==> config.mk <==
export PLATFORM = sky130hd
export DESIGN_NAME = cw_ctrl
export DESIGN_NICKNAME = d
export VERILOG_FILES = /design/src/sv/cw_pkg.sv /design/src/sv/cw_ctrl.sv
export SDC_FILE = /design/constraint.sdc
export NUM_CORES = 1
export LEC_CHECK = 0
export BUFFER_PORTS_ARGS = -buffer_cell sky130_fd_sc_hd__clkbuf_2
export CORE_ASPECT_RATIO = 0.6
export CORE_MARGIN = 2
export CORE_UTILIZATION = 45
export DETAILED_ROUTE_END_ITERATION = 10
export PLACE_DENSITY = 0.7
export REMOVE_ABC_BUFFERS = 1
export SYNTH_ARGS = -nofsm -noshare
export SYNTH_HDL_FRONTEND = slang
export SYNTH_SLANG_ARGS = --single-unit
==> constraint.sdc <==
create_clock -name i_clk -period 2.2 [get_ports i_clk]
set_clock_uncertainty 0.1 [all_clocks]
set_input_delay 0.33 -clock i_clk [delete_from_list [all_inputs] [get_ports i_clk]]
set_output_delay 0.33 -clock i_clk [all_outputs]
set_load 0.05 [all_outputs]
==> src/sv/cw_pkg.sv <==
package cw_pkg;

    // Default sizes
    localparam int MAX_CANDIDATES_DEF = 16;
    localparam int COUNT_WIDTH_DEF    = 16;

    // Fixed field widths
    localparam int CAND_W = 4;
    localparam int NUMC_W = 5;
    localparam logic [NUMC_W-1:0] NUMC_RESET = 5'd3;

    // Stream widths
    localparam int S_TDATA_W = 8;
    localparam int M_TDATA_W = 8;

    // Config port
    localparam int APB_ADDR_W = 3;
    localparam int APB_DATA_W = 32;
    localparam logic [0:0] REG_NUM_CANDIDATES = 1'b0;

    // Commands from controller to datapath
    typedef struct packed {
        logic clr;        // write zero at {row, col}
        logic tally_rd;   // read [row][cand] for increment
        logic ballot_upd; // update seen mask and rank position
        logic chk_rd;     // read [row][col] and [col][row]
        logic chk_start;  // start a new candidate check
        logic res_set;    // capture the check outcome
        logic out_load;   // load the output register
    } t_dp_cmd;

    // Status from datapath to controller
    typedef struct packed {
        logic out_free;   // output register can take a result
        logic last;       // current item ends the election
        logic beats;      // candidate under check still beats all so far
    } t_dp_sts;

endpackage

==> src/sv/cw_ctrl.sv <==
module cw_ctrl #(
    parameter int MAX_CANDIDATES = cw_pkg::MAX_CANDIDATES_DEF
) (
    input  logic                                 i_clk,
    input  logic                                 i_rst_n,
    input  logic [$clog2(MAX_CANDIDATES+1)-1:0]  i_n,
    input  logic                                 i_in_valid,
    output logic                                 o_in_ready,
    input  cw_pkg::t_dp_sts                      i_sts,
    output cw_pkg::t_dp_cmd                      o_cmd,
    output logic [$clog2(MAX_CANDIDATES)-1:0]    o_row,
    output logic [$clog2(MAX_CANDIDATES)-1:0]    o_col
);
    import cw_pkg::*;

    localparam int IDX_W = $clog2(MAX_CANDIDATES);
    localparam int N_W   = $clog2(MAX_CANDIDATES + 1);

    typedef enum logic [2:0] {
        ST_CLEAR,
        ST_IDLE,
        ST_TALLY,
        ST_TALLY_END,
        ST_CHECK,
        ST_CHECK_END,
        ST_RESULT
    } t_state;

    t_state            r_state, n_state;
    logic [IDX_W-1:0]  r_row, n_row;
    logic [IDX_W-1:0]  r_col, n_col;
    logic [IDX_W-1:0]  w_last_idx;
    t_dp_cmd           w_cmd;
    logic              w_ready;

    // Highest candidate index in use
    assign w_last_idx = IDX_W'(i_n - N_W'(1));

    // Next state, loop counters and commands
    always_comb begin
        n_state = r_state;
        n_row   = r_row;
        n_col   = r_col;
        w_cmd   = '0;
        w_ready = 1'b0;
        case (r_state)
            ST_CLEAR: begin
                // sweep every matrix entry once
                w_cmd.clr = 1'b1;
                n_col     = r_col + 1'b1;
                if (&r_col) begin
                    n_row = r_row + 1'b1;
                    if (&r_row) begin
                        n_state = ST_IDLE;
                    end
                end
            end
            ST_IDLE: begin
                w_ready = 1'b1;
                if (i_in_valid) begin
                    n_row   = '0;
                    n_state = ST_TALLY;
                end
            end
            ST_TALLY: begin
                // one candidate row per cycle; only rows ranked earlier are incremented
                w_cmd.tally_rd = 1'b1;
                if (r_row == w_last_idx) begin
                    n_state = ST_TALLY_END;
                end else begin
                    n_row = r_row + 1'b1;
                end
            end
            ST_TALLY_END: begin
                // last write-back lands here
                w_cmd.ballot_upd = 1'b1;
                if (i_sts.last) begin
                    n_row           = '0;
                    n_col           = '0;
                    w_cmd.chk_start = 1'b1;
                    n_state         = ST_CHECK;
                end else begin
                    n_state = ST_IDLE;
                end
            end
            ST_CHECK: begin
                // one opponent per cycle
                w_cmd.chk_rd = 1'b1;
                if (r_col == w_last_idx) begin
                    n_state = ST_CHECK_END;
                end else begin
                    n_col = r_col + 1'b1;
                end
            end
            ST_CHECK_END: begin
                if (i_sts.beats || (r_row == w_last_idx)) begin
                    w_cmd.res_set = 1'b1;
                    n_state       = ST_RESULT;
                end else begin
                    n_row           = r_row + 1'b1;
                    n_col           = '0;
                    w_cmd.chk_start = 1'b1;
                    n_state         = ST_CHECK;
                end
            end
            ST_RESULT: begin
                if (i_sts.out_free) begin
                    w_cmd.out_load = 1'b1;
                    n_row          = '0;
                    n_col          = '0;
                    n_state        = ST_CLEAR;
                end
            end
            default: begin
                n_state = ST_CLEAR;
                n_row   = '0;
                n_col   = '0;
            end
        endcase
    end

    // State and counters
    always_ff @(posedge i_clk) begin
        if (!i_rst_n) begin
            r_state <= ST_CLEAR;
            r_row   <= '0;
            r_col   <= '0;
        end else begin
            r_state <= n_state;
            r_row   <= n_row;
            r_col   <= n_col;
        end
    end

    assign o_cmd      = w_cmd;
    assign o_in_ready = w_ready;
    assign o_row      = r_row;
    assign o_col      = r_col;

endmodule

Word level (Yosys, flattened, before mapping)
Index checks and enable logic that the tools add are counted.

Output and inout bits: 16. Register bits after elaboration: 11. Bits of input ports: 11. Word-level logic and storage cells: 65.

Equality and inequality tests: 18. Bitwise operators: 2. Add/subtract/negate cells: 3. Muxes and demuxes: 31. Reduce and logical (&&, ||, !) cells: 8.

Operator list (count): 2-to-1 mux 4 bit (8); case mux 4 bit (7 select lines) (1); case mux 4 bit (6 select lines) (1); 2-to-1 mux 3 bit (7); case mux 3 bit (7 select lines) (1); inequality test 2 bit (second input constant) (10); 2-to-1 mux 1 bit (11); == test 3 bit (second input constant) (3); adder 4 x 1 -> 4 bit (second input constant) (2); == test 4 bit (2); AND reduction 4 bit (2); AND reduction 7 bit (1); == test 3 x 2 -> 1 bit (second input constant) (2); AND reduction 6 bit (1); AND reduction 5 bit (1); subtractor 4 x 1 -> 4 bit (second input constant) (1); == test 3 x 1 -> 1 bit (second input constant) (1); logical NOT 3 bit (1); 2-to-1 mux 2 bit (1); inverter 1 bit (2); case mux 1 bit (2 select lines) (1); OR reduction 2 bit (1); logical OR 1 bit (1).

Logic depth before layout (Yosys ltp)
Gate-level depths: netlist of run 1.

Depth in word-level cells: 5. Gate-level depth with buffers: 7. Depth with buffers taken out: 7.

Worst setup path before layout of run 1
Ideal clock, no wire load.

Path kind: reg2out. Start: reg r_state[0]. End: out o_cmd[2] (netlist name). Setup slack: -0.665 ns. Buffers on the path: 1. Data required time: 1.770 ns. Stages on the path, launching flop included: 6. Arrival time: 2.435 ns. Cells stage by stage: dfxtp_1 -> buf_2 -> inv_1 -> nor3_1 -> nand2_1 -> o31ai_1.

RTL lines: start: declaration (RTL line cw_ctrl.sv:29) `t_state r_state, n_state;`; start signal: assignment (RTL line cw_ctrl.sv:129) `r_state <= n_state;`; end: declaration (RTL line cw_ctrl.sv:10) `output cw_pkg::t_dp_cmd o_cmd,`.

==> results of run 1 <==
[how the worst min path moves through the flow]
stage                         endpoint  slack, ns  cells past startpoint
2_1_floorplan  r_state[0]$_SDFFE_PN0P_       0.36                      1
3_3_place_gp     o_row[0]$_SDFFE_PN0P_       0.43                      2
3_5_place_dp     o_col[3]$_SDFFE_PN0P_       0.44                      2
4_1_cts        r_state[2]$_SDFFE_PN0P_       0.30                      3
5_1_grt        r_state[2]$_SDFFE_PN0P_       0.33                      3
6_report       r_state[2]$_SDFFE_PN0P_       0.29                      3
[placed cells by master, fill, tap and decap left out, types with 4 or more instances in the layout]
master,netlist,final
a21oi_1,11,11
buf_4,0,16
clkbuf_2,0,23
dfxtp_1,11,8
inv_1,7,7
nand2_1,14,14
nand3_1,7,7
nor2_1,9,9
nor3_1,5,5
xnor2_1,4,4
[what timing repair did]
action / in CTS / in global routing
buffers inserted: 0 / 3
gates resized for setup: 1 / 5
pin swaps: 0 / 1
endpoints found under the hold margin: 0 / 0
setup endpoints to repair: 1 / 4
[sequential cells by signal, summed over array words and instances (netlist names)]
name and cells:
o_row 4, o_col 4, r_state 3
[final cells by class]
| type | instances | area, sq um |
|---|---|---|
| sequential | 11 | 224 |
| tap | 30 | 37.5 |
| clock buffer | 4 | 45.0 |
| fill | 188 | 782 |
| timing repair buffer | 41 | 275 |
| inverter | 7 | 26.3 |
| multi-input combinational | 98 | 741 |
[metal layers]
metal  wire (um)  vias to the layer above
li1            -                      533
met2        1310                       50
met5           0                        -
met1        1390                      505
met3         196                        5
met4          20                        0
[power by group]
part	internal, W	switching [W]
registers	0.000205	0.00000641
logic	0.0000496	0.0000659
clock network	0.000128	0.0000832
total	0.000382	0.000156
[worst max-delay path, stage by stage]
cell,delay [ns]
clkbuf_2,0.09
inv_1,0.04
ha_1,0.22
xor3_2,0.43
nand3b_4,0.20
nor2_1,0.17
o31ai_2,0.10
buf_12,0.15
[metrics by stage]
stage	utilization, %	cells	worst slack, ns	TNS (ns)	hold slack (ns)
3_3_place_gp	59.0	184	-0.00947	-0.00947	0.428
6_report	63.3	191	0.0323	0	0.292
3_5_place_dp	59.0	184	-0.0107	-0.0292	0.438
4_1_cts	61.4	188	0.00769	0	0.298
2_1_floorplan	-	116	-0.682	-4.16	0.358
5_1_grt	63.3	191	-0.0585	-0.0998	0.326
[logic make-up (layout without fill, tap and decap cells)]
kind of cell | after synthesis | after routing | share of synthesized area, %
AND/OR/NAND/NOR | 55 | 55 | 32.8
AO/OA/AOI/OAI | 30 | 30 | 22.9
XOR/XNOR | 10 | 10 | 12.7
adder cells (fa/ha/maj) | 3 | 3 | 3.76
buffers and inverters | 12 | 52 | 5.76
flip-flops | 11 | 11 | 22.1
==> metrics.md, run 1 <==
| Metric | Value |
|---|---|
| Capturing element type of the critical path | primary output |
| Biggest area consumer among synthesized cells | dfxtp_1 |
| TritonRoute pass-1 iters | 4 |
| Number of pins with negative max-slew slack in the final report | 0 |
| Clock tree root buffer cell | clkbuf_8 |
| Maximum clock path buffer count | 2 |
| Pwr Total | ~0.00054 W |
| Worst EP arrival | 1.74 ns |
| Post-CTS Hold Fix Bufs | 0 |
| Critical path launch point | i_n[0] |
| Run status | completed |
| CTS tree | built |
| Most Used Layer, Global Route | met2 |
| Crit-path max FO | 3 |
| Top cells by area, synth | dfxtp_1 (22%), a21oi_1 (5.5%), nand2_1 (5.3%), ha_1 (3.8%), nand3_1 (3.5%) |
| Critical R2R Capture | o_row[3]$_SDFFE_PN0P_ |
| Clk Latency, worst-skew pair | 0.24 ns |
| Total setup violations reported at the end of the flow | 0 |
| Crit path launch type | primary input |
| Count of flip-flops with a built-in enable after synthesis | 0 |
| Most frequently used flop master after synthesis | dfxtp_1 |
| Pwr per Cell Area | about 400 nW/um^2 |
| # diodes | 0 |
| Cell leakage power | between 0.5 and 0.6 nW |
| Final GP Congestion | 0.817 |
| DRC violation total after the first TritonRoute iteration | 81 |
| Per-instance average area after synthesis | ~8.3 sq um |
| Upper clock frequency limit | 461 MHz |
| Post-detailed-placement cell area | 1260 sq um |
| Maximum number of pins on one net before global-route repair | 15 |
| Clock-pin transition on the worst setup and hold timing paths | 0.05 ns |
| Die footprint | 2620 sq um |
| Aggregate global-route resource usage | between 20% and 30% |
| Routed len/inst | 15.3 um |
| Async S/R FF share, synth | 0% |
| Post-route ant nets | 0 |
| TritonCTS Sinks | 11 |
| Min Tclk post-route | about 2.2 ns |
| Worst max-slew margin expressed relative to the limit | 65.2% |
| Quantity of I/O buffers inserted on ports | 25 |
| Routing usage on met3 | under 10% |
| Area share of the largest cell type after synthesis | 22.1% |
| Die width | approximately 65 um |
| Average vias per placed instance | 5.72 |
| Hold WC Path Type | primary input to register |
| Residual overflow from global routing | 0 |
| Number of levels the H-tree was split into | 1 |
| Unrepaired setup endpoints after global routing | true |
| Number of global-route vias before repair | between 800 and 900 |
| Estimated wirelength of the detail-placed design | 2150 um |
| # Max-Cap Violations | 0 |
| Count of pins on the block boundary | 27 |
| Area growth syn-to-layout | 35.1% |
| Post-Layout Inst Area | 1350 sq um |
| Core region area | 2130 sq um |
| Mapped cell area | ~1000 sq um |
| Worst min-delay path startpoint | i_sts[1] |
| Critical Setup Path Class | primary input to primary output |
| Effective utilization at floorplan | 46.9% |
| Required @ worst endpoint | 1.77 ns |
| Cell with the most instances after synthesis | nand2_1 |
| IR drop worst, VDD | 0.317 mV |
| Critical Path End | o_cmd[2] |
| Site row count | 13 |
| Warning count from the yosys run | 0 |
| Worst Tran Pin Value | about 0.52 ns |
| Flops & latches, synth | 11 |
| Via count of the routed design | 1,093 |
| Distinct cell type count of the synthesized netlist | 45 |
| Most frequent cells after synthesis | nand2_1 (14), a21oi_1 (11), dfxtp_1 (11), nor2_1 (9) |
| Reg-to-reg slack, setup | ~0.050 ns |
| Worst Reg2Reg Path Length in Cells | 6 |
| Met1 global-route usage | 32.3% |
| Remaining design rule violation count | 0 |
| Proportion of layout cells with a drive suffix above 1 | 39.1% |
| Number of instances in the synthesized netlist | ~120 |
| Final WL | 2920 um |
| DIE HEIGHT | 40.5 um |
| Initial antenna violation count | 0 |
| Number of CTS-inserted buffers | 3 |
| Final hold violation count | 0 |
| Worst reg2reg startpoint | r_state[0]$_SDFFE_PN0P_ |
| Period Utilization, post-route | 98.5% |
| Met2 capacity usage during global routing | a little under two fifths |
| Net count, final | ~180 |
| Global-route wire length before repair | 4450 um |
| Seq/Total Area, Yosys | 22.1% |
Note: power is estimated with default switching activity, not from simulation.
==> run 2, diff against run 1 <==
--- a/config.mk
+++ b/config.mk
@@ -6,11 +6,14 @@
 export NUM_CORES = 1
 export LEC_CHECK = 0
 export BUFFER_PORTS_ARGS = -buffer_cell sky130_fd_sc_hd__clkbuf_2
+export CAP_MARGIN = 10
+export CELL_PAD_IN_SITES_DETAIL_PLACEMENT = 0
+export CELL_PAD_IN_SITES_GLOBAL_PLACEMENT = 1
 export CORE_ASPECT_RATIO = 0.6
 export CORE_MARGIN = 2
-export CORE_UTILIZATION = 45
+export CORE_UTILIZATION = 37
 export DETAILED_ROUTE_END_ITERATION = 10
-export PLACE_DENSITY = 0.7
+export PLACE_DENSITY = 0.8
 export REMOVE_ABC_BUFFERS = 1
 export SYNTH_ARGS = -nofsm -noshare
 export SYNTH_HDL_FRONTEND = slang
==> run 2 against run 1 <==
Against the previous run:
- register-to-register slack better by 0.09 ns
- sequential power hardly changed
- sequential share of layout area is 0.52 points lower
- cell count is 3.1% higher
- total power is 2.2% higher
- critical path depth is 3 lower
- critical path type is now register to primary output
==> metrics.md, run 2 (synthesis results as in run 1) <==
| Metric | Value |
|---|---|
| Quantity of I/O buffers inserted on ports | 25 (unchanged) |
| Clock tree root buffer cell | clkbuf_8 (unchanged) |
| DRC violation total after the first TritonRoute iteration | 132 (was 81) |
| Die width | 71.1 um (was 64.8 um) |
| Crit-path max FO | 3 (unchanged) |
| Critical path, cell by cell | xor3_2, nand3b_4, nor2_1, o31ai_2, clkbuf_16 (was clkbuf_2, inv_1, ha_1, xor3_2, nand3b_4, nor2_1, o31ai_2, buf_12) |
| Most frequent cells in the layout | clkbuf_2 (23), buf_4 (20), nand2_1 (14) (was clkbuf_2 (23), buf_4 (16), nand2_1 (14)) |
| Number of global-route vias before repair | 894 (was 888) |
| Critical path launch point | o_row[2]$_SDFFE_PN0P_ (was i_n[0]) |
| Proportion of layout cells with a drive suffix above 1 | 41.8% (was 39.1%) |
| # Max-Cap Violations | 0 (unchanged) |
| Hold Slack | 0.296 ns (was 0.292 ns) |
| Worst EP arrival | 1.71 ns (was 1.74 ns) |
| Unrepaired setup endpoints after global routing | false (was true) |
| Final WL | 2890 um (was 2920 um) |
| Worst reg2reg startpoint | o_row[3]$_SDFFE_PN0P_ (was r_state[0]$_SDFFE_PN0P_) |
| Core region area | 2540 sq um (was 2130 sq um) |
| Clock-pin transition on the worst setup and hold timing paths | 0.05 ns (about the same) |
| Crit path launch type | register (was primary input) |
| Global-route wire length before repair | 4310 um (was 4450 um) |
| Site row count | 14 (was 13) |
| Upper clock frequency limit | 468 MHz (was 461 MHz) |
| TritonRoute pass-1 iters | 4 (unchanged) |
| Residual overflow from global routing | 0 (unchanged) |
| Total Negative Setup Slacks | 0 ns (unchanged) |
| Min Tclk post-route | 2.14 ns (was 2.17 ns) |
| Required @ worst endpoint | 1.77 ns (about the same) |
| Die footprint | 3140 sq um (was 2620 sq um) |
| Number of pins with negative max-slew slack in the final report | 0 (unchanged) |
| # diodes | 0 (unchanged) |
| Critical Setup Path Class | register to primary output (was primary input to primary output) |
| Most common cell after layout, fill and taps aside | clkbuf_2 (unchanged) |
| Final GP Congestion | 0.806 (was 0.817) |
| Post-Layout Inst Area | 1400 sq um (was 1350 sq um) |
| Via count of the routed design | 1,100 (was 1,093) |
| Aggregate global-route resource usage | 18.2% (was 23.6%) |
| Remaining design rule violation count | 0 (unchanged) |
| Routed len/inst | 14.6 um (was 15.3 um) |
| Final hold violation count | 0 (unchanged) |
| Crit-path slowest cell | xor3_2 (unchanged) |
| Pwr per Cell Area | 393 nW/um^2 (was 399 nW/um^2) |
| Capturing element type of the critical path | primary output (unchanged) |
| Effective utilization at floorplan | 39.3% (was 46.9%) |
| Worst max-slew margin expressed relative to the limit | 65.9% (was 65.2%) |
| Area growth syn-to-layout | 40.2% (was 35.1%) |
| Period Utilization, post-route | 97.1% (was 98.5%) |
| Number of levels the H-tree was split into | 1 (unchanged) |
| Stage delay of the slowest cell on the critical path | 0.42 ns (was 0.43 ns) |
| Maximum clock path buffer count | 2 (unchanged) |
| Total setup violations reported at the end of the flow | 0 (unchanged) |
| Initial antenna violation count | 0 (unchanged) |
| Worst Tran Pin Value | 0.511 ns (was 0.521 ns) |
| CTS tree | built (unchanged) |
| Count of pins on the block boundary | 27 (unchanged) |
| Worst min-delay path startpoint | i_sts[1] (unchanged) |
| Estimated wirelength of the detail-placed design | 2200 um (was 2150 um) |
| Net count, final | 180 (was 176) |
| Number of CTS-inserted buffers | 3 (unchanged) |
| Average vias per placed instance | 5.58 (was 5.72) |
| DIE HEIGHT | 44.2 um (was 40.5 um) |
| Cell leakage power | 0.607 nW (was 0.583 nW) |
| Core Util, Final | 55.1% (was 63.3%) |
| Maximum number of pins on one net before global-route repair | 15 (unchanged) |
| Clk Latency, worst-skew pair | 0.24 ns (about the same) |
| Post-detailed-placement cell area | 1270 sq um (was 1260 sq um) |
| TritonCTS Sinks | 11 (unchanged) |
| Post-route ant nets | 0 (unchanged) |
| IR drop worst, VDD | 0.324 mV (was 0.317 mV) |
| Hold WC Path Type | primary input to register (unchanged) |
| Run status | completed (unchanged) |
run 2: worst max-delay path, delay by kind of cell, from the launching register on:
family          cells  cell delay, ns
flops               1            0.33
xor+xnor            1            0.42
simple gates        2            0.21
compound gates      1            0.28
buf+inv             1            0.22
run 2: where the power goes:
group	internal, W	switching (W)	total, W
Clock	0.000128	0.0000813	0.000209
Combinational	0.0000586	0.0000712	0.000130
Sequential	0.000204	0.00000663	0.000211
run 2: final timing paths:
check | endpoint | slack, ns | cells after the start
worst max-delay path | o_cmd[2] | 0.06 | 5
worst min-delay path | r_state[2]$_SDFFE_PN0P_ | 0.30 | 3
worst max register to register | o_col[0]$_SDFFE_PN0P_ | 0.14 | 7
worst min register to register | o_row[0]$_SDFFE_PN0P_ | 0.44 | 2
run 2: what timing repair did:
action / CTS / global route
buffers inserted: 0 / 5
hold buffers: 0 / 0
resized for setup: 3 / 6
hold endpoints to repair: 0 / 0
setup endpoints to repair: 2 / 6
pin swaps: 0 / 4
run 2: final cells by class:
class / instances / area (sq um)
fillers: 244 / 1140
flip-flops and latches: 11 / 225
clock buffers: 4 / 45.0
well taps: 32 / 40.0
multi-input cells: 98 / 753
inverters: 7 / 26.3
repair buffers: 45 / 310
run 2: stage by stage:
step,power (W),std cells,setup WS (ns)
floorplan,0.000284,116,-0.682
global placement,0.000323,188,-0.00895
detailed placement,0.000326,188,-0.0727
CTS,0.000539,192,0.0217
global route,0.000573,197,0.0221
finish,0.000550,197,0.0641
run 2: layer usage:
| metal | up-vias | track usage, % | routed length, um |
|---|---|---|---|
| met2 | 58 | 25.8 | 1200 |
| met4 | 0 | 5.28 | 18 |
| met3 | 2 | 5.92 | 264 |
| met1 | 501 | 26.4 | 1400 |
| li1 | 539 | - | - |
| met5 | - | 0 | 0 |
